File: config.mk
export PLATFORM = sky130hd
export DESIGN_NAME = polyline_arc_length_resampler_unit
export DESIGN_NICKNAME = d
export VERILOG_FILES = /design/src/sv/plar_pkg.sv /design/src/sv/plar_sqrt.sv /design/src/sv/plar_div.sv /design/src/sv/plar_front.sv /design/src/sv/plar_fifo.sv /design/src/sv/plar_back.sv /design/src/sv/polyline_arc_length_resampler_unit.sv
export SDC_FILE = /design/constraint.sdc
export NUM_CORES = 2
export LEC_CHECK = 0
export ABC_AREA = 1
export BUFFER_PORTS_ARGS = -buffer_cell sky130_fd_sc_hd__buf_2
export CELL_PAD_IN_SITES_DETAIL_PLACEMENT = 0
export CELL_PAD_IN_SITES_GLOBAL_PLACEMENT = 1
export CORE_UTILIZATION = 45
export CTS_BUF_LIST = sky130_fd_sc_hd__clkbuf_8
export CTS_CLUSTER_DIAMETER = 60
export CTS_CLUSTER_SIZE = 30
export DETAILED_ROUTE_END_ITERATION = 12
export PLACE_DENSITY = 0.83
export SYNTH_ARGS = -nofsm -noshare
export SYNTH_HDL_FRONTEND = slang
export SYNTH_HIERARCHICAL = 1
export SYNTH_SLANG_ARGS = --single-unit
File: constraint.sdc
create_clock -name clk -period 14.3 [get_ports clk]
set_input_delay 0.715 -clock clk [delete_from_list [all_inputs] [get_ports clk]]
set_output_delay 0.715 -clock clk [all_outputs]
set_load 0.02 [all_outputs]
File: src/sv/plar_pkg.sv
`default_nettype none

package plar_pkg;

    localparam int MAX_OUT_DEFAULT    = 64;
    localparam int MAX_OUT_LIMIT      = 64;
    localparam int COORD_BITS_DEFAULT = 16;

    localparam int C_W      = 16;   // coordinate width
    localparam int IV_W     = 15;   // interval width
    localparam int LEN_W    = 17;   // edge length width
    localparam int SQ_W     = 33;   // squared length width
    localparam int NUM_W    = 32;   // divider numerator width
    localparam int Q_W      = 17;   // divider quotient width
    localparam int RAW_W    = 18;   // unclipped sample count width
    localparam int JOB_CNT_W = $clog2(MAX_OUT_LIMIT + 1);
    localparam int FIFO_DEPTH = 2;

    localparam int CFG_IDX_W  = 2;
    localparam int CFG_DATA_W = 16;

    localparam logic [CFG_IDX_W-1:0] REG_STEP_INTERVAL = 2'd0;
    localparam logic [CFG_IDX_W-1:0] REG_CENTRE_X      = 2'd1;
    localparam logic [CFG_IDX_W-1:0] REG_CENTRE_Y      = 2'd2;

    localparam logic [IV_W-1:0] STEP_INTERVAL_RESET = 15'd272;

    // One edge (or one lone start point) to be walked by the back end.
    typedef struct packed {
        logic signed [C_W-1:0] px;
        logic signed [C_W-1:0] py;
        logic                  negx;
        logic                  negy;
        logic [Q_W-1:0]        qx;
        logic [LEN_W-1:0]      rx;
        logic [Q_W-1:0]        bx;
        logic [LEN_W-1:0]      rbx;
        logic [Q_W-1:0]        qy;
        logic [LEN_W-1:0]      ry;
        logic [Q_W-1:0]        by;
        logic [LEN_W-1:0]      rby;
        logic [LEN_W-1:0]      len;
        logic [JOB_CNT_W-1:0]  cnt;
        logic                  last;
        logic                  trunc;
    } job_t;

endpackage

`default_nettype wire

File: src/sv/plar_sqrt.sv
`default_nettype none

// Integer square root, one result bit per cycle.
module plar_sqrt (
    input  wire logic                         clk,
    input  wire logic                         rst_n,
    input  wire logic                         start,
    input  wire logic [plar_pkg::SQ_W-1:0]    radicand,
    output logic                              done,
    output logic [plar_pkg::LEN_W-1:0]        root
);

    localparam int RAD_W = 2 * plar_pkg::LEN_W;
    localparam int REM_W = plar_pkg::LEN_W + 2;
    localparam int CNT_W = $clog2(plar_pkg::LEN_W + 1);

    logic [RAD_W-1:0]          rad_reg;
    logic [REM_W-1:0]          rem_reg;
    logic [plar_pkg::LEN_W-1:0] root_reg;
    logic [CNT_W-1:0]          cnt_reg;
    logic                      done_reg;
    logic [REM_W+1:0]          t;
    logic [REM_W+1:0]          trial;
    logic                      fits;

    assign t     = {rem_reg, rad_reg[RAD_W-1 -: 2]};
    assign trial = {2'b00, root_reg, 2'b01};
    assign fits  = (t >= trial);

    always_ff @(posedge clk or negedge rst_n) begin
        if (!rst_n) begin
            cnt_reg  <= '0;
            done_reg <= 1'b0;
        end else begin
            done_reg <= (cnt_reg == CNT_W'(1));
            if (start) begin
                cnt_reg <= CNT_W'(plar_pkg::LEN_W);
            end else if (cnt_reg != '0) begin
                cnt_reg <= cnt_reg - CNT_W'(1);
            end
        end
    end

    always_ff @(posedge clk) begin
        if (start) begin
            rad_reg  <= {{(RAD_W - plar_pkg::SQ_W){1'b0}}, radicand};
            rem_reg  <= '0;
            root_reg <= '0;
        end else if (cnt_reg != '0) begin
            rad_reg  <= {rad_reg[RAD_W-3:0], 2'b00};
            rem_reg  <= fits ? REM_W'(t - trial) : t[REM_W-1:0];
            root_reg <= {root_reg[plar_pkg::LEN_W-2:0], fits};
        end
    end

    assign done = done_reg;
    assign root = root_reg;

endmodule

`default_nettype wire

File: src/sv/plar_div.sv
`default_nettype none

// Restoring divider, one quotient bit per cycle. The numerator shifted right by
// the quotient width must be below the denominator.
module plar_div (
    input  wire logic                         clk,
    input  wire logic                         rst_n,
    input  wire logic                         start,
    input  wire logic [plar_pkg::NUM_W-1:0]   num,
    input  wire logic [plar_pkg::LEN_W-1:0]   den,
    output logic                              done,
    output logic [plar_pkg::Q_W-1:0]          quo,
    output logic [plar_pkg::LEN_W-1:0]        rem
);

    localparam int CNT_W = $clog2(plar_pkg::Q_W + 1);

    logic [plar_pkg::LEN_W-1:0] den_reg;
    logic [plar_pkg::LEN_W-1:0] pr_reg;
    logic [plar_pkg::Q_W-1:0]   nsh_reg;
    logic [plar_pkg::Q_W-1:0]   q_reg;
    logic [CNT_W-1:0]           cnt_reg;
    logic                       done_reg;
    logic [plar_pkg::LEN_W:0]   t;
    logic                       fits;

    assign t    = {pr_reg, nsh_reg[plar_pkg::Q_W-1]};
    assign fits = (t >= {1'b0, den_reg});

    always_ff @(posedge clk or negedge rst_n) begin
        if (!rst_n) begin
            cnt_reg  <= '0;
            done_reg <= 1'b0;
        end else begin
            done_reg <= (cnt_reg == CNT_W'(1));
            if (start) begin
                cnt_reg <= CNT_W'(plar_pkg::Q_W);
            end else if (cnt_reg != '0) begin
                cnt_reg <= cnt_reg - CNT_W'(1);
            end
        end
    end

    always_ff @(posedge clk) begin
        if (start) begin
            den_reg <= den;
            pr_reg  <= plar_pkg::LEN_W'(num[plar_pkg::NUM_W-1:plar_pkg::Q_W]);
            nsh_reg <= num[plar_pkg::Q_W-1:0];
            q_reg   <= '0;
        end else if (cnt_reg != '0) begin
            pr_reg  <= fits ? plar_pkg::LEN_W'(t - {1'b0, den_reg})
                            : t[plar_pkg::LEN_W-1:0];
            nsh_reg <= {nsh_reg[plar_pkg::Q_W-2:0], 1'b0};
            q_reg   <= {q_reg[plar_pkg::Q_W-2:0], fits};
        end
    end

    assign done = done_reg;
    assign quo  = q_reg;
    assign rem  = pr_reg;

endmodule

`default_nettype wire

File: src/sv/plar_front.sv
`default_nettype none

// Front end: takes a vertex, measures its edges, counts their samples and
// prepares the interpolation steps, then queues one job per emitting edge or start point.
module plar_front #(
    parameter int MAX_OUT = plar_pkg::MAX_OUT_DEFAULT
) (
    input  wire logic                              clk,
    input  wire logic                              rst_n,
    input  wire logic                              vertex_valid,
    output logic                                   vertex_ready,
    input  wire logic signed [plar_pkg::C_W-1:0]   vertex_x,
    input  wire logic signed [plar_pkg::C_W-1:0]   vertex_y,
    input  wire logic                              begins_subpath,
    input  wire logic                              closes_subpath,
    input  wire logic [plar_pkg::IV_W-1:0]         step_interval,
    output logic                                   push,
    output plar_pkg::job_t                         job,
    input  wire logic                              full
);

    localparam int C_W   = plar_pkg::C_W;
    localparam int L_W   = plar_pkg::LEN_W;
    localparam int IV_W  = plar_pkg::IV_W;
    localparam int R_W   = plar_pkg::RAW_W;
    localparam int N_W   = plar_pkg::NUM_W;
    localparam int CN_W  = plar_pkg::JOB_CNT_W;

    localparam logic [3:0] S_IDLE = 4'd0;
    localparam logic [3:0] S_EDGE = 4'd1;
    localparam logic [3:0] S_MX   = 4'd2;
    localparam logic [3:0] S_MY   = 4'd3;
    localparam logic [3:0] S_SQ   = 4'd4;
    localparam logic [3:0] S_SQW  = 4'd5;
    localparam logic [3:0] S_QDW  = 4'd6;
    localparam logic [3:0] S_FIN  = 4'd7;
    localparam logic [3:0] S_JOB  = 4'd8;
    localparam logic [3:0] S_JMUL = 4'd9;
    localparam logic [3:0] S_JDIV = 4'd10;
    localparam logic [3:0] S_JDW  = 4'd11;
    localparam logic [3:0] S_PUSH = 4'd12;

    logic [3:0] st_reg;
    logic       beg_reg;
    logic       cls_reg;
    logic       k_reg;
    logic       j_reg;
    logic [1:0] ph_reg;
    logic       trunc_reg;

    logic signed [C_W-1:0] tx_reg, ty_reg;
    logic signed [C_W-1:0] prev_x_reg, prev_y_reg;
    logic signed [C_W-1:0] start_x_reg, start_y_reg;
    logic [C_W-1:0]        carry_reg;

    logic signed [C_W-1:0] e_px_reg  [2];
    logic signed [C_W-1:0] e_py_reg  [2];
    logic [C_W-1:0]        e_adx_reg [2];
    logic [C_W-1:0]        e_ady_reg [2];
    logic                  e_nx_reg  [2];
    logic                  e_ny_reg  [2];
    logic [L_W-1:0]        e_len_reg [2];
    logic [IV_W-1:0]       e_pos_reg [2];
    logic [R_W-1:0]        e_cnt_reg [2];
    logic [CN_W-1:0]       emit_reg  [2];

    logic [plar_pkg::Q_W-1:0] res_q_reg [4];
    logic [L_W-1:0]           res_r_reg [4];

    logic [N_W-1:0]            prod_reg;
    logic [plar_pkg::SQ_W-1:0] sq_reg;

    logic            eidx;
    logic [IV_W-1:0] iv;
    logic [C_W:0]    dx, dy;
    logic [C_W-1:0]  adx_c, ady_c;
    logic [IV_W-1:0] pos_c;
    logic [C_W-1:0]  mul_a, mul_b;
    logic [N_W-1:0]  mul_p;
    logic            sq_start, sq_done;
    logic [L_W-1:0]  sq_root;
    logic            div_start, div_done;
    logic [N_W-1:0]  div_num;
    logic [L_W-1:0]  div_den;
    logic [plar_pkg::Q_W-1:0] div_quo;
    logic [L_W-1:0]  div_rem;
    logic            more_edges;
    logic [CN_W-1:0] emit0_c, emit1_c, rest_c;

    assign iv = (step_interval == '0) ? IV_W'(1) : step_interval;
    assign eidx = (st_reg >= S_JOB) ? j_reg : k_reg;

    assign dx = {tx_reg[C_W-1], tx_reg} - {prev_x_reg[C_W-1], prev_x_reg};
    assign dy = {ty_reg[C_W-1], ty_reg} - {prev_y_reg[C_W-1], prev_y_reg};
    assign adx_c = dx[C_W] ? C_W'(-dx) : dx[C_W-1:0];
    assign ady_c = dy[C_W] ? C_W'(-dy) : dy[C_W-1:0];

    // First sample position on the edge; clamps to the edge start when the
    // carried distance already covers a whole interval.
    assign pos_c = ({1'b0, iv} > carry_reg) ? IV_W'({1'b0, iv} - carry_reg) : '0;

    always_comb begin
        mul_a = e_adx_reg[eidx];
        mul_b = e_adx_reg[eidx];
        unique case (st_reg)
            S_MY: begin
                mul_a = e_ady_reg[eidx];
                mul_b = e_ady_reg[eidx];
            end
            S_JMUL: begin
                mul_a = ph_reg[1] ? e_ady_reg[eidx] : e_adx_reg[eidx];
                mul_b = ph_reg[0] ? {1'b0, iv} : {1'b0, e_pos_reg[eidx]};
            end
            default: begin
                mul_a = e_adx_reg[eidx];
                mul_b = e_adx_reg[eidx];
            end
        endcase
    end
    assign mul_p = mul_a * mul_b;

    assign sq_start = (st_reg == S_SQ);

    plar_sqrt u_sqrt (
        .clk      (clk),
        .rst_n    (rst_n),
        .start    (sq_start),
        .radicand (sq_reg),
        .done     (sq_done),
        .root     (sq_root)
    );

    always_comb begin
        if (st_reg == S_JDIV) begin
            div_start = 1'b1;
            div_num   = ph_reg[0] ? prod_reg
                                  : prod_reg + {{(N_W - L_W + 1){1'b0}}, e_len_reg[eidx][L_W-1:1]};
            div_den   = e_len_reg[eidx];
        end else begin
            div_start = (st_reg == S_SQW) && sq_done && (sq_root != '0)
                        && ({2'b00, pos_c} <= sq_root);
            div_num   = {{(N_W - L_W){1'b0}}, sq_root - {2'b00, pos_c}};
            div_den   = {2'b00, iv};
        end
    end

    plar_div u_div (
        .clk   (clk),
        .rst_n (rst_n),
        .start (div_start),
        .num   (div_num),
        .den   (div_den),
        .done  (div_done),
        .quo   (div_quo),
        .rem   (div_rem)
    );

    assign more_edges = !k_reg && cls_reg;

    // Clip both edges' sample counts to the per-vertex budget.
    always_comb begin
        emit0_c = (e_cnt_reg[0] > R_W'(MAX_OUT)) ? CN_W'(MAX_OUT) : e_cnt_reg[0][CN_W-1:0];
        rest_c  = CN_W'(MAX_OUT) - emit0_c;
        emit1_c = (e_cnt_reg[1] > R_W'(rest_c)) ? rest_c : e_cnt_reg[1][CN_W-1:0];
    end

    always_ff @(posedge clk or negedge rst_n) begin
        if (!rst_n) begin
            st_reg      <= S_IDLE;
            prev_x_reg  <= '0;
            prev_y_reg  <= '0;
            start_x_reg <= '0;
            start_y_reg <= '0;
            carry_reg   <= '0;
            beg_reg     <= 1'b0;
            cls_reg     <= 1'b0;
            k_reg       <= 1'b0;
            j_reg       <= 1'b0;
            ph_reg      <= '0;
        end else begin
            unique case (st_reg)
                S_IDLE: begin
                    if (vertex_valid) begin
                        beg_reg <= begins_subpath;
                        cls_reg <= closes_subpath;
                        k_reg   <= 1'b0;
                        if (begins_subpath) begin
                            start_x_reg <= vertex_x;
                            start_y_reg <= vertex_y;
                            prev_x_reg  <= vertex_x;
                            prev_y_reg  <= vertex_y;
                            carry_reg   <= '0;
                            st_reg      <= S_FIN;
                        end else begin
                            st_reg <= S_EDGE;
                        end
                    end
                end
                S_EDGE: st_reg <= S_MX;
                S_MX:   st_reg <= S_MY;
                S_MY:   st_reg <= S_SQ;
                S_SQ:   st_reg <= S_SQW;
                S_SQW: begin
                    if (sq_done) begin
                        prev_x_reg <= tx_reg;
                        prev_y_reg <= ty_reg;
                        if (div_start) begin
                            st_reg <= S_QDW;
                        end else begin
                            if ((sq_root != '0) && ({2'b00, pos_c} > sq_root)) begin
                                carry_reg <= C_W'(carry_reg + sq_root);
                            end
                            if (more_edges) begin
                                k_reg  <= 1'b1;
                                st_reg <= S_EDGE;
                            end else begin
                                st_reg <= S_FIN;
                            end
                        end
                    end
                end
                S_QDW: begin
                    if (div_done) begin
                        carry_reg <= div_rem[C_W-1:0];
                        if (more_edges) begin
                            k_reg  <= 1'b1;
                            st_reg <= S_EDGE;
                        end else begin
                            st_reg <= S_FIN;
                        end
                    end
                end
                S_FIN: begin
                    j_reg  <= 1'b0;
                    st_reg <= S_JOB;
                end
                S_JOB: begin
                    ph_reg <= '0;
                    if (emit_reg[eidx] == '0) begin
                        if (j_reg) begin
                            st_reg <= S_IDLE;
                        end else begin
                            j_reg <= 1'b1;
                        end
                    end else if (beg_reg) begin
                        st_reg <= S_PUSH;
                    end else begin
                        st_reg <= S_JMUL;
                    end
                end
                S_JMUL: st_reg <= S_JDIV;
                S_JDIV: st_reg <= S_JDW;
                S_JDW: begin
                    if (div_done) begin
                        if (ph_reg == 2'd3) begin
                            st_reg <= S_PUSH;
                        end else begin
                            ph_reg <= ph_reg + 2'd1;
                            st_reg <= S_JMUL;
                        end
                    end
                end
                S_PUSH: begin
                    if (!full) begin
                        if (j_reg) begin
                            st_reg <= S_IDLE;
                        end else begin
                            j_reg  <= 1'b1;
                            st_reg <= S_JOB;
                        end
                    end
                end
                default: st_reg <= S_IDLE;
            endcase
        end
    end

    // Datapath registers; every one is written before it is read.
    always_ff @(posedge clk) begin
        priority if (st_reg == S_IDLE && vertex_valid) begin
            tx_reg       <= vertex_x;
            ty_reg       <= vertex_y;
            e_cnt_reg[1] <= '0;
            if (begins_subpath) begin
                e_px_reg[0]  <= vertex_x;
                e_py_reg[0]  <= vertex_y;
                e_nx_reg[0]  <= 1'b0;
                e_ny_reg[0]  <= 1'b0;
                e_len_reg[0] <= L_W'(1);
                e_cnt_reg[0] <= R_W'(1);
                for (int i = 0; i < 4; i++) begin
                    res_q_reg[i] <= '0;
                    res_r_reg[i] <= '0;
                end
            end
        end else if (st_reg == S_EDGE) begin
            e_px_reg[k_reg]  <= prev_x_reg;
            e_py_reg[k_reg]  <= prev_y_reg;
            e_adx_reg[k_reg] <= adx_c;
            e_ady_reg[k_reg] <= ady_c;
            e_nx_reg[k_reg]  <= dx[C_W];
            e_ny_reg[k_reg]  <= dy[C_W];
        end else if (st_reg == S_MX) begin
            sq_reg <= {1'b0, mul_p};
        end else if (st_reg == S_MY) begin
            sq_reg <= sq_reg + {1'b0, mul_p};
        end else if (st_reg == S_SQW && sq_done) begin
            e_len_reg[k_reg] <= sq_root;
            e_pos_reg[k_reg] <= pos_c;
            e_cnt_reg[k_reg] <= '0;
            if (more_edges) begin
                tx_reg <= start_x_reg;
                ty_reg <= start_y_reg;
            end
        end else if (st_reg == S_QDW && div_done) begin
            e_cnt_reg[k_reg] <= R_W'(div_quo) + R_W'(1);
            if (more_edges) begin
                tx_reg <= start_x_reg;
                ty_reg <= start_y_reg;
            end
        end else if (st_reg == S_FIN) begin
            emit_reg[0] <= emit0_c;
            emit_reg[1] <= emit1_c;
            trunc_reg   <= ({1'b0, e_cnt_reg[0]} + {1'b0, e_cnt_reg[1]}) > (R_W + 1)'(MAX_OUT);
        end else if (st_reg == S_JMUL) begin
            prod_reg <= mul_p;
        end else if (st_reg == S_JDW && div_done) begin
            res_q_reg[ph_reg] <= div_quo;
            res_r_reg[ph_reg] <= div_rem;
        end else begin
            sq_reg <= sq_reg;
        end
    end

    assign vertex_ready = (st_reg == S_IDLE);
    assign push = (st_reg == S_PUSH) && !full;

    always_comb begin
        job.px    = e_px_reg[eidx];
        job.py    = e_py_reg[eidx];
        job.negx  = e_nx_reg[eidx];
        job.negy  = e_ny_reg[eidx];
        job.qx    = res_q_reg[0];
        job.rx    = res_r_reg[0];
        job.bx    = res_q_reg[1];
        job.rbx   = res_r_reg[1];
        job.qy    = res_q_reg[2];
        job.ry    = res_r_reg[2];
        job.by    = res_q_reg[3];
        job.rby   = res_r_reg[3];
        job.len   = e_len_reg[eidx];
        job.cnt   = emit_reg[eidx];
        job.last  = j_reg || (emit_reg[1] == '0);
        job.trunc = trunc_reg;
    end

endmodule

`default_nettype wire

File: src/sv/plar_fifo.sv
`default_nettype none

// Short job queue between the front and back ends.
module plar_fifo #(
    parameter int DEPTH = plar_pkg::FIFO_DEPTH
) (
    input  wire logic            clk,
    input  wire logic            rst_n,
    input  wire logic            push,
    input  wire plar_pkg::job_t  wr_job,
    output logic                 full,
    input  wire logic            pop,
    output plar_pkg::job_t       rd_job,
    output logic                 empty
);

    localparam int PW = (DEPTH > 1) ? $clog2(DEPTH) : 1;

    plar_pkg::job_t  mem_reg [DEPTH];
    logic [PW-1:0]   wp_reg, rp_reg;
    logic [PW:0]     cnt_reg;

    assign full   = (cnt_reg == (PW + 1)'(DEPTH));
    assign empty  = (cnt_reg == '0);
    assign rd_job = mem_reg[rp_reg];

    always_ff @(posedge clk or negedge rst_n) begin
        if (!rst_n) begin
            wp_reg  <= '0;
            rp_reg  <= '0;
            cnt_reg <= '0;
        end else begin
            if (push && !full) begin
                wp_reg <= (wp_reg == PW'(DEPTH - 1)) ? '0 : wp_reg + PW'(1);
            end
            if (pop && !empty) begin
                rp_reg <= (rp_reg == PW'(DEPTH - 1)) ? '0 : rp_reg + PW'(1);
            end
            unique case ({push && !full, pop && !empty})
                2'b10:   cnt_reg <= cnt_reg + (PW + 1)'(1);
                2'b01:   cnt_reg <= cnt_reg - (PW + 1)'(1);
                default: cnt_reg <= cnt_reg;
            endcase
        end
    end

    always_ff @(posedge clk) begin
        if (push && !full) begin
            mem_reg[wp_reg] <= wr_job;
        end
    end

endmodule

`default_nettype wire

File: src/sv/plar_back.sv
`default_nettype none

// Back end: walks one job at a time, one sample per cycle unless the sample
// channel stalls, with the output register in front of the sample channel.
module plar_back #(
    parameter int COORD_BITS = plar_pkg::COORD_BITS_DEFAULT
) (
    input  wire logic                              clk,
    input  wire logic                              rst_n,
    input  wire logic                              empty,
    input  wire plar_pkg::job_t                    rd_job,
    output logic                                   pop,
    input  wire logic signed [plar_pkg::C_W-1:0]   centre_x,
    input  wire logic signed [plar_pkg::C_W-1:0]   centre_y,
    output logic                                   sample_valid,
    input  wire logic                              sample_ready,
    output logic signed [plar_pkg::C_W-1:0]        sample_x,
    output logic signed [plar_pkg::C_W-1:0]        sample_y,
    output logic                                   last_of_run,
    output logic                                   truncated
);

    localparam int C_W = plar_pkg::C_W;
    localparam int W_W = C_W + 3;
    localparam int SW  = (COORD_BITS < C_W) ? COORD_BITS : C_W;
    localparam int HI_I = (1 << (SW - 1)) - 1;
    localparam logic signed [W_W-1:0] HI = W_W'(HI_I);
    localparam logic signed [W_W-1:0] LO = -HI - W_W'(1);

    plar_pkg::job_t job_reg;
    logic           act_reg;
    logic           out_valid_reg;
    logic signed [C_W-1:0] sx_reg, sy_reg;
    logic           last_reg, trunc_reg;

    logic adv;
    logic signed [W_W-1:0] vx, vy;
    logic [plar_pkg::LEN_W:0] sumx, sumy;

    function automatic logic signed [W_W-1:0] place(
        input logic signed [C_W-1:0]      p,
        input logic                       neg,
        input logic [plar_pkg::Q_W-1:0]   q,
        input logic signed [C_W-1:0]      c
    );
        logic signed [W_W-1:0] qs;
        qs = neg ? -$signed(W_W'(q)) : $signed(W_W'(q));
        return W_W'(p) + qs - W_W'(c);
    endfunction

    function automatic logic signed [C_W-1:0] sat(input logic signed [W_W-1:0] v);
        logic signed [W_W-1:0] r;
        r = (v > HI) ? HI : ((v < LO) ? LO : v);
        return r[C_W-1:0];
    endfunction

    assign vx = place(job_reg.px, job_reg.negx, job_reg.qx, centre_x);
    assign vy = place(job_reg.py, job_reg.negy, job_reg.qy, centre_y);
    assign sumx = {1'b0, job_reg.rx} + {1'b0, job_reg.rbx};
    assign sumy = {1'b0, job_reg.ry} + {1'b0, job_reg.rby};

    assign pop = !act_reg && !empty;
    assign adv = act_reg && (!out_valid_reg || sample_ready);

    always_ff @(posedge clk or negedge rst_n) begin
        if (!rst_n) begin
            act_reg       <= 1'b0;
            out_valid_reg <= 1'b0;
        end else begin
            if (pop) begin
                act_reg <= 1'b1;
            end else if (adv && job_reg.cnt == plar_pkg::JOB_CNT_W'(1)) begin
                act_reg <= 1'b0;
            end
            if (adv) begin
                out_valid_reg <= 1'b1;
            end else if (sample_ready) begin
                out_valid_reg <= 1'b0;
            end
        end
    end

    always_ff @(posedge clk) begin
        if (pop) begin
            job_reg <= rd_job;
        end else if (adv) begin
            job_reg.cnt <= job_reg.cnt - plar_pkg::JOB_CNT_W'(1);
            if (sumx >= {1'b0, job_reg.len}) begin
                job_reg.rx <= plar_pkg::LEN_W'(sumx - {1'b0, job_reg.len});
                job_reg.qx <= job_reg.qx + job_reg.bx + plar_pkg::Q_W'(1);
            end else begin
                job_reg.rx <= sumx[plar_pkg::LEN_W-1:0];
                job_reg.qx <= job_reg.qx + job_reg.bx;
            end
            if (sumy >= {1'b0, job_reg.len}) begin
                job_reg.ry <= plar_pkg::LEN_W'(sumy - {1'b0, job_reg.len});
                job_reg.qy <= job_reg.qy + job_reg.by + plar_pkg::Q_W'(1);
            end else begin
                job_reg.ry <= sumy[plar_pkg::LEN_W-1:0];
                job_reg.qy <= job_reg.qy + job_reg.by;
            end
        end
        if (adv) begin
            sx_reg    <= sat(vx);
            sy_reg    <= sat(vy);
            last_reg  <= job_reg.last && (job_reg.cnt == plar_pkg::JOB_CNT_W'(1));
            trunc_reg <= job_reg.trunc;
        end
    end

    assign sample_valid = out_valid_reg;
    assign sample_x     = sx_reg;
    assign sample_y     = sy_reg;
    assign last_of_run  = last_reg;
    assign truncated    = trunc_reg;

endmodule

`default_nettype wire

File: src/sv/polyline_arc_length_resampler_unit.sv
// A start vertex gives its sample; an edge vertex has each edge measured
// (square root, count division), then the interpolation set up for each
// emitting edge. One vertex is in flight in the front end; samples leave at
// one per cycle within a job unless the sample channel stalls. Reset (rst_n,
// async, low) clears the current point, subpath start, carried distance and
// queue, and restores the configuration defaults.
`default_nettype none

// The front end classifies each vertex and measures its edges with a shared
// multiplier, a bit-serial square root and a bit-serial divider. The sample
// count of every edge is known before any sample is released, so the
// truncated flag can be given on every beat of a run. Each emitting edge
// becomes a job in a short queue; the back end walks a job with a running
// quotient and remainder per axis, so the interpolation needs no per-sample
// division. The back end keeps an output register and the queue holds jobs,
// so a stalled sample channel stops the front end only once the queue is full.
module polyline_arc_length_resampler_unit #(
    parameter int MAX_OUT    = plar_pkg::MAX_OUT_DEFAULT,
    parameter int COORD_BITS = plar_pkg::COORD_BITS_DEFAULT
) (
    input  wire logic                                   clk,
    input  wire logic                                   rst_n,
    input  wire logic                                   cfg_we,
    input  wire logic [plar_pkg::CFG_IDX_W-1:0]         cfg_index,
    input  wire logic [plar_pkg::CFG_DATA_W-1:0]        cfg_data,
    input  wire logic                                   vertex_valid,
    output logic                                        vertex_ready,
    input  wire logic signed [plar_pkg::C_W-1:0]        vertex_x,
    input  wire logic signed [plar_pkg::C_W-1:0]        vertex_y,
    input  wire logic                                   begins_subpath,
    input  wire logic                                   closes_subpath,
    output logic                                        sample_valid,
    input  wire logic                                   sample_ready,
    output logic signed [plar_pkg::C_W-1:0]             sample_x,
    output logic signed [plar_pkg::C_W-1:0]             sample_y,
    output logic                                        last_of_run,
    output logic                                        truncated
);

    logic [plar_pkg::IV_W-1:0]        step_interval_reg;
    logic signed [plar_pkg::C_W-1:0]  centre_x_reg;
    logic signed [plar_pkg::C_W-1:0]  centre_y_reg;

    // Configuration writes land directly; the user must issue them only while idle, the block does not enforce it.
    always_ff @(posedge clk or negedge rst_n) begin
        if (!rst_n) begin
            step_interval_reg <= plar_pkg::STEP_INTERVAL_RESET;
            centre_x_reg      <= '0;
            centre_y_reg      <= '0;
        end else if (cfg_we) begin
            unique case (cfg_index)
                plar_pkg::REG_STEP_INTERVAL: step_interval_reg <= cfg_data[plar_pkg::IV_W-1:0];
                plar_pkg::REG_CENTRE_X:      centre_x_reg      <= cfg_data;
                plar_pkg::REG_CENTRE_Y:      centre_y_reg      <= cfg_data;
                default:                     centre_y_reg      <= centre_y_reg;
            endcase
        end
    end

    logic           push, full, pop, empty;
    plar_pkg::job_t wr_job, rd_job;

    plar_front #(
        .MAX_OUT (MAX_OUT)
    ) u_front (
        .clk            (clk),
        .rst_n          (rst_n),
        .vertex_valid   (vertex_valid),
        .vertex_ready   (vertex_ready),
        .vertex_x       (vertex_x),
        .vertex_y       (vertex_y),
        .begins_subpath (begins_subpath),
        .closes_subpath (closes_subpath),
        .step_interval  (step_interval_reg),
        .push           (push),
        .job            (wr_job),
        .full           (full)
    );

    plar_fifo #(
        .DEPTH (plar_pkg::FIFO_DEPTH)
    ) u_fifo (
        .clk    (clk),
        .rst_n  (rst_n),
        .push   (push),
        .wr_job (wr_job),
        .full   (full),
        .pop    (pop),
        .rd_job (rd_job),
        .empty  (empty)
    );

    plar_back #(
        .COORD_BITS (COORD_BITS)
    ) u_back (
        .clk          (clk),
        .rst_n        (rst_n),
        .empty        (empty),
        .rd_job       (rd_job),
        .pop          (pop),
        .centre_x     (centre_x_reg),
        .centre_y     (centre_y_reg),
        .sample_valid (sample_valid),
        .sample_ready (sample_ready),
        .sample_x     (sample_x),
        .sample_y     (sample_y),
        .last_of_run  (last_of_run),
        .truncated    (truncated)
    );

endmodule

`default_nettype wire

# ---- Word level (Yosys, flattened, before mapping)
# Memory sizes are Yosys's and may differ from the RTL's.
# Index checks and enable logic that the tools add are counted.
dict set report word_totals {
  register_bits 621
  ram_bits 774
  inputBits 57
  out_inout_bits 36
  word_cells 402
  memories 13
}
# memory depth word_bits rd rd_clocked_by_memory_dff write_ports line_no
set memory_table {}
lappend memory_table {u_fifo.mem_reg 2 196 1 0 1 plar_fifo.sv:19} ;# plar_pkg::job_t mem_reg [DEPTH];
lappend memory_table {u_front.res_q_reg 4 17 4 0 4 plar_front.sv:67} ;# logic [plar_pkg::Q_W-1:0] res_q_reg [4];
lappend memory_table {u_front.res_r_reg 4 17 4 0 4 plar_front.sv:68} ;# logic [L_W-1:0] res_r_reg [4];
lappend memory_table {u_front.e_cnt_reg 2 18 2 0 2 plar_front.sv:64} ;# logic [R_W-1:0] e_cnt_reg [2];
lappend memory_table {u_front.e_len_reg 2 17 1 0 1 plar_front.sv:62} ;# logic [L_W-1:0] e_len_reg [2];
lappend memory_table {u_front.e_adx_reg 2 16 1 0 1 plar_front.sv:58} ;# logic [C_W-1:0] e_adx_reg [2];
lappend memory_table {{+7 memories} - - - - - -}
dict set report op_classes {
  addsub 36
  mul 1
  n_lt_le_gt_ge 15
  eq_ne 35
  mux 169
  bitwise 8
  reduce_logical 66
}
# operator n
set ops {}
lappend ops {{$mux 16} 33}
lappend ops {{$mux 34} 6}
lappend ops {{$pmux 16 s2} 4}
lappend ops {{$mux 17} 6}
lappend ops {{$mux 33} 3}
lappend ops {{$mux 32} 3}
lappend ops {{$mux 15} 6}
lappend ops {{$mux 1} 72}
lappend ops {{$mux 19} 3}
lappend ops {{$ge 18x17->1} 3}
lappend ops {{$pmux 4 s13} 1}
lappend ops {{$reduce_or 17->1} 3}
lappend ops {{$sub 17x17->17} 3}
lappend ops {{$pmux 16 s3} 1}
lappend ops {{$add 16x19->19} 2}
lappend ops {{$gt 19x16->1 const B} 2}
lappend ops {{$lt 19x16->1 const B} 2}
lappend ops {{$neg 17->19} 2}
lappend ops {{$sub 19x16->19} 2}
lappend ops {{$add 17x17->18} 2}
lappend ops {{$mux 18} 2}
lappend ops {{$mux 4} 9}
lappend ops {{$add 17x1->17 const B} 2}
lappend ops {{$add 17x17->17} 2}
lappend ops {{65 further kinds} 156}

# ---- Logic depth before layout (Yosys ltp)
dict set report depth {
  ltp_word 14
  ltp_mapped 46
  ltp_nobuf 44
}

# ---- Modules after synthesis
# Netlist, hierarchy kept.
# module n_inst cells_per_inst area_each_um2 seq_area_each_um2
set modules_own_cells {}
lappend modules_own_cells {plar_front 1 5084 41976.5 16666.0}
lappend modules_own_cells {plar_back 1 2237 18281.3 6956.7}
lappend modules_own_cells {plar_fifo 1 1056 14488.9 11871.4}
lappend modules_own_cells {plar_sqrt 1 606 4544.4 1881.8}
lappend modules_own_cells {plar_div 1 528 4154.0 2001.9}
lappend modules_own_cells {polyline_arc_length_resampler_unit 1 209 1944.4 1178.6}

# ---- Worst setup path after synthesis
# Ideal clock, no wire load.
dict set report synth_timing {
  path_type {register -> register}
  start {register u_front.st_reg[0]}
  end {memory u_fifo/mem_reg[1][0] (netlist name), enable pin}
  setup_time_ns 0.756
  arrival_time_ns 9.210
  t_required_ns 13.544
  path_slack_ns 4.334
  path_stages_with_launch 8
  n_path_buf 0
  period_less_slack_ns 9.966
  path_cell_list {dfrtp_1 -> nor2_1 -> inv_1 -> nor2_1 -> inv_1 -> nor2_1 -> o21ai_0 -> nor2_1}
}
dict set report synth_via {
  elab_chain_cells 5
}
# element line_no
set synth_rtl {}
lappend synth_rtl {{start, declared} plar_front.sv:43} ;# logic [3:0] st_reg;
lappend synth_rtl {{start signal, assigned} plar_front.sv:169} ;# st_reg <= S_IDLE;
lappend synth_rtl {{start signal, assigned} plar_front.sv:193} ;# st_reg <= S_FIN;
lappend synth_rtl {{start signal, assigned} plar_front.sv:195} ;# st_reg <= S_EDGE;
lappend synth_rtl {{$eq 4x4->1} plar_front.sv:336} ;# assign push = (st_reg == S_PUSH) && !full;
lappend synth_rtl {{$logic_and 1x1->1} plar_front.sv:336}
lappend synth_rtl {{net push} polyline_arc_length_resampler_unit.sv:60} ;# logic push, full, pop, empty;
lappend synth_rtl {{$logic_and 1x1->1} plar_fifo.sv:48} ;# if (push && !full) begin
lappend synth_rtl {{$mux 1} plar_fifo.sv:48}
lappend synth_rtl {{$mux 1 (implied by the code)} plar_fifo.sv:49} ;# mem_reg[wp_reg] <= wr_job;
lappend synth_rtl {{end, declared} plar_fifo.sv:19}
# The timed path passes the listed nets, and every way through them passes these cells.

# ---- Worst setup path in the final report
dict set report layout_timing {
  start {register u_front.st_reg[3]}
  end {register u_front/sq_reg[23] (netlist name) (data pin)}
}
dict set report layout_via {
  elab_chain_cells 9
  word_cells_on_any_way 16
  classes_between {1 x add/sub; 1 x mul; 1 x order compare; 3 x eq/ne; 7 x mux; 3 x memory}
}
# element line_no
set layout_rtl {}
lappend layout_rtl {{$ge 4x4->1} plar_front.sv:91} ;# assign eidx = (st_reg >= S_JOB) ? j_reg : k_reg;
lappend layout_rtl {{$mux 1} plar_front.sv:91}
lappend layout_rtl {{$mem_v2 2x16 (tied with other cells)} -}
lappend layout_rtl {{$mux 16 / $mux 15 (equally long branches)} {plar_front.sv:111, plar_front.sv:112}}
lappend layout_rtl {{$pmux 16 s2} plar_front.sv:105} ;# unique case (st_reg)
lappend layout_rtl {{$mul 16x16->32 *} plar_front.sv:120} ;# assign mul_p = mul_a * mul_b;
lappend layout_rtl {{net u_front.mul_p[18]} plar_front.sv:79} ;# logic [N_W-1:0] mul_p;
lappend layout_rtl {{$add 33x32->33 *} plar_front.sv:306} ;# sq_reg <= sq_reg + {1'b0, mul_p};
lappend layout_rtl {{$mux 33 *} plar_front.sv:305} ;# end else if (st_reg == S_MY) begin
lappend layout_rtl {{$mux 32 *} plar_front.sv:303} ;# end else if (st_reg == S_MX) begin
lappend layout_rtl {{end signal, assigned} plar_front.sv:304} ;# sq_reg <= {1'b0, mul_p};
lappend layout_rtl {{end signal, assigned} plar_front.sv:306}
lappend layout_rtl {{end signal, assigned} plar_front.sv:331} ;# sq_reg <= sq_reg;
lappend layout_rtl {{end, declared} plar_front.sv:71} ;# logic [plar_pkg::SQ_W-1:0] sq_reg;
# The timed path passes the listed nets; every way through them passes the cells marked *. The select of a mux whose other input is x is not followed.
# A chain may end at the register's enable or synchronous reset.

==> qor.csv <==
stage,metric,value,unit
run,cap_violations,0,
logic_synthesis,synth_top_family_by_area,simple AND/OR/NAND/NOR gates,
logic_synthesis,synth_top_area_cell,edfxtp_1,
min_path,hp-class,input port to register,
placed_design,port_buffers,92,
clock_tree,cts_tree,done,
critical_path,reg2reg_to,u_front/sq_reg[23],
logic_synthesis,synth_flop_cell,edfxtp_1,
cells_and_area,drive_above_1_share,0.0571,
status,violations,design-rule violations,
grt,grt_pass1_vias,64700,
clock_tree,cts_hold_buf,2,
route,drc_errors,4,
placed_design,dp_hpwl,202000,µm
cells_and_area,design_area,91100,µm²
timing,period_share,0.735,
timing,rsz0062_at_grt,false,
timing,hold_viol,0,
route,drtIter0Drc,6376,
floorplan,fp.dieArea,191000,µm²
clock_tree,cts.sinks,1395,
placed_design,placed_cell_area,88100,µm²
critical_path,worst-r2r-setup-slack,3790,ps
min_path,hp-start,vertex_y[0],
logic_synthesis,ys_ff_latch,1395,
clock_tree,cts_setup_buffers,0,
status,outcome,"finished, violations left",
logic_synthesis,netlist_top_cells_area,"edfxtp_1 (42%), nand2_1 (13%), ha_1 (6.6%)",
logic_synthesis,syn_area,85400,µm²
clock_tree,cts_root_buf,clkbuf_8,
logic_synthesis,synth_fa_ha_area_frac,0.123,
clock_tree,clock_latency,940,ps
logic_synthesis,synthXorXnorAreaFrac,0.0280,
floorplan,die_x,438,µm
floorplan,ios,93,
min_path,worstHoldPathCells,3,
grt,gr-usage-all-layers,0.274,
logic_synthesis,synth-edff-count,1184,
logic_synthesis,synth_common_cells,"nand2_1 (3063), edfxtp_1 (1184), inv_1 (1165)",
logic_synthesis,yosys.area_share.simple,0.228,
logic_synthesis,postSynthCellCount,9720,
clock_tree,cts_resized,0,
critical_path,rr_worst_depth,36,
critical_path,cp_slowest_stage_delay,1050,ps
route,num_vias,66700,
critical_path,worstReg2RegStart,u_front/st_reg[3],
route,via_per_inst,5.42,
cells_and_area,syn_to_final_growth,6.66,%
route,firstDrtPassIters,12,
timing,slew_headroom,0.140,
critical_path,path_common_cell,nand2_1,
logic_synthesis,async_flop_share,0.111,
critical_path,cp-end-kind,register,
logic_synthesis,synth.most_common_cell,nand2_1,
logic_synthesis,syn_nets,10500,
critical_path,crit_slowest_cell,a21oi_1,
timing,timing.fmax,0.0952,GHz
cells_and_area,fin_cells,12300,
grt,grt_pass1_wl,398000,µm
clock_tree,clk_path_buf_depth,3,
logic_synthesis,synth_mux_area_frac,0,
logic_synthesis,yosys.area.top_type_share,0.416,
cells_and_area,largest_reg_flops,392,
logic_synthesis,yosys_warnings,6,
route,wl,265000,µm
floorplan,coreArea,188000,µm²
timing,setup_viol,0,
cells_and_area,fillers,18000,
timing,slew_violations,0,
critical_path,startpoint_type,register,
cells_and_area,nets,10500,
placed_design,place_congestion,0.992,
timing,finClkSkew,70.7,ps
grt,grt_max_degree,140,
route,antenna_left,0,
timing,period_needed,10510,ps
clock_tree,clk_pin_slew,110,ps
placed_design,dp_cells,12100,
route,wl_per_cell,21.5,µm
floorplan,start_util,0.454,
logic_synthesis,ys_types,76,
floorplan,chipHeight,438,µm
logic_synthesis,ys_seq_area_frac,0.475,
logic_synthesis,synth_compound_area_frac,0.0759,
logic_synthesis,syn_avg_cell_area,8.78,µm²
critical_path,critical_path_class,register to register,
timing,tightest_slew,1290,ps
floorplan,rows,159,
critical_path,cp.arrival,11130,ps
grt,antenna_found_initial,22,
clock_tree,htreeDepth,3,
critical_path,cp_max_fo,92,
min_path,hold_end,u_front/prev_y_reg[0],
clock_tree,cts_made_buffers,109,
grt,grt.overflow.total,0,
critical_path,cp.required,14930,ps
timing,tns,0,ps
## cell type report
| type | count | area (µm²) | share of cell area |
|---|---|---|---|
| multi-input cells | 6839 | 38900 | 0.427 |
| clock inverters | 98 | 1410 | 0.0155 |
| well taps | 2495 | 3120 | 0.0343 |
| repair buffers | 154 | 950 | 0.0104 |
| clock buffers | 110 | 1510 | 0.0166 |
| diodes | 13 | 32.5 | 0.000357 |
| flip-flops and latches | 1395 | 40600 | 0.445 |
| inverters | 1211 | 4560 | 0.0501 |
## worst max-delay path by stage
stage	start	end	slack, ps
CTS	u_front/st_reg[3]	u_front/sq_reg[23]	3940
global placement	u_front/st_reg[3]	u_front/sq_reg[23]	4030
finish	u_front/st_reg[3]	u_front/sq_reg[23]	3790
global route	u_front/st_reg[3]	u_front/sq_reg[28]	3200
detailed placement	u_front/st_reg[3]	u_front/sq_reg[23]	3970
floorplan	u_front/st_reg[0]	u_fifo/mem_reg[1][0]	4330
## layout by cell type (no fill, tap or decap), types with 11 or more instances in the layout
master	synthesis	layout
inv_1	1165	1165
edfxtp_1	1184	1184
nand3_2	11	12
o21bai_1	32	32
a21oi_1	408	406
xnor2_1	104	104
nand2_2	34	39
and2_1	11	11
fa_1	245	245
o21ai_0	468	467
nand4_1	126	126
o21ai_1	40	41
o21a_1	11	11
clkbuf_8	1	110
inv_8	0	20
or2_2	23	23
o22ai_1	25	25
nor2_1	802	792
nor2_4	10	16
buf_4	36	59
nand3_1	445	444
a21boi_0	13	13
dfrtp_1	153	152
a21o_1	24	24
o211ai_1	67	67
dfxtp_1	56	56
nand2_1	3063	3057
nor3_1	71	71
nor2_2	22	26
diode_2	0	13
a31oi_1	31	31
clkinv_8	0	15
buf_2	90	91
nor4_1	20	20
inv_6	0	12
nand3b_1	51	51
xor2_1	162	162
ha_1	449	449
inv_2	36	40
## critical path: cells and delay by family (launching register included)
family / cells / cell delay [ps]
adder cells (fa/ha/maj): 8 / 3540
AO/OA/AOI/OAI: 8 / 2380
buffers and inverters: 8 / 1660
AND/OR/NAND/NOR: 11 / 1550
XOR/XNOR: 1 / 570
flip-flops: 1 / 480
## per-stage QoR
| stage | utilization | hold WS, ps | setup slack [ps] |
|---|---|---|---|
| after global routing | 0.484 | 55.7 | 3200 |
| after floorplan | - | 400 | 4330 |
| final | 0.484 | 81.1 | 3790 |
| after global placement | 0.468 | 421 | 4030 |
| after detailed placement | 0.468 | 430 | 3970 |
| after CTS | 0.484 | 1.13 | 3940 |
## kinds of logic after synthesis
family / count (synthesis)
DFF: 1395
adders and majority gates: 694
AOI/OAI and AO/OA: 1162
buffers and inverters: 1486
and+or+nand+nor: 4713
xor gates and xnor gates: 270
## layer usage
metal | global-route usage | up-vias | share of wire
li1 | - | 31800 | -
met1 | 0.368 | 32200 | 0.43
met2 | 0.446 | 2299 | 0.46
met3 | 0.0298 | 420 | 0.062
met4 | 0.124 | 0 | 0.050
met5 | 0 | - | 0
Power is not shown: default switching activity piles up to over one toggle a cycle in this logic, so the estimate is an artifact.
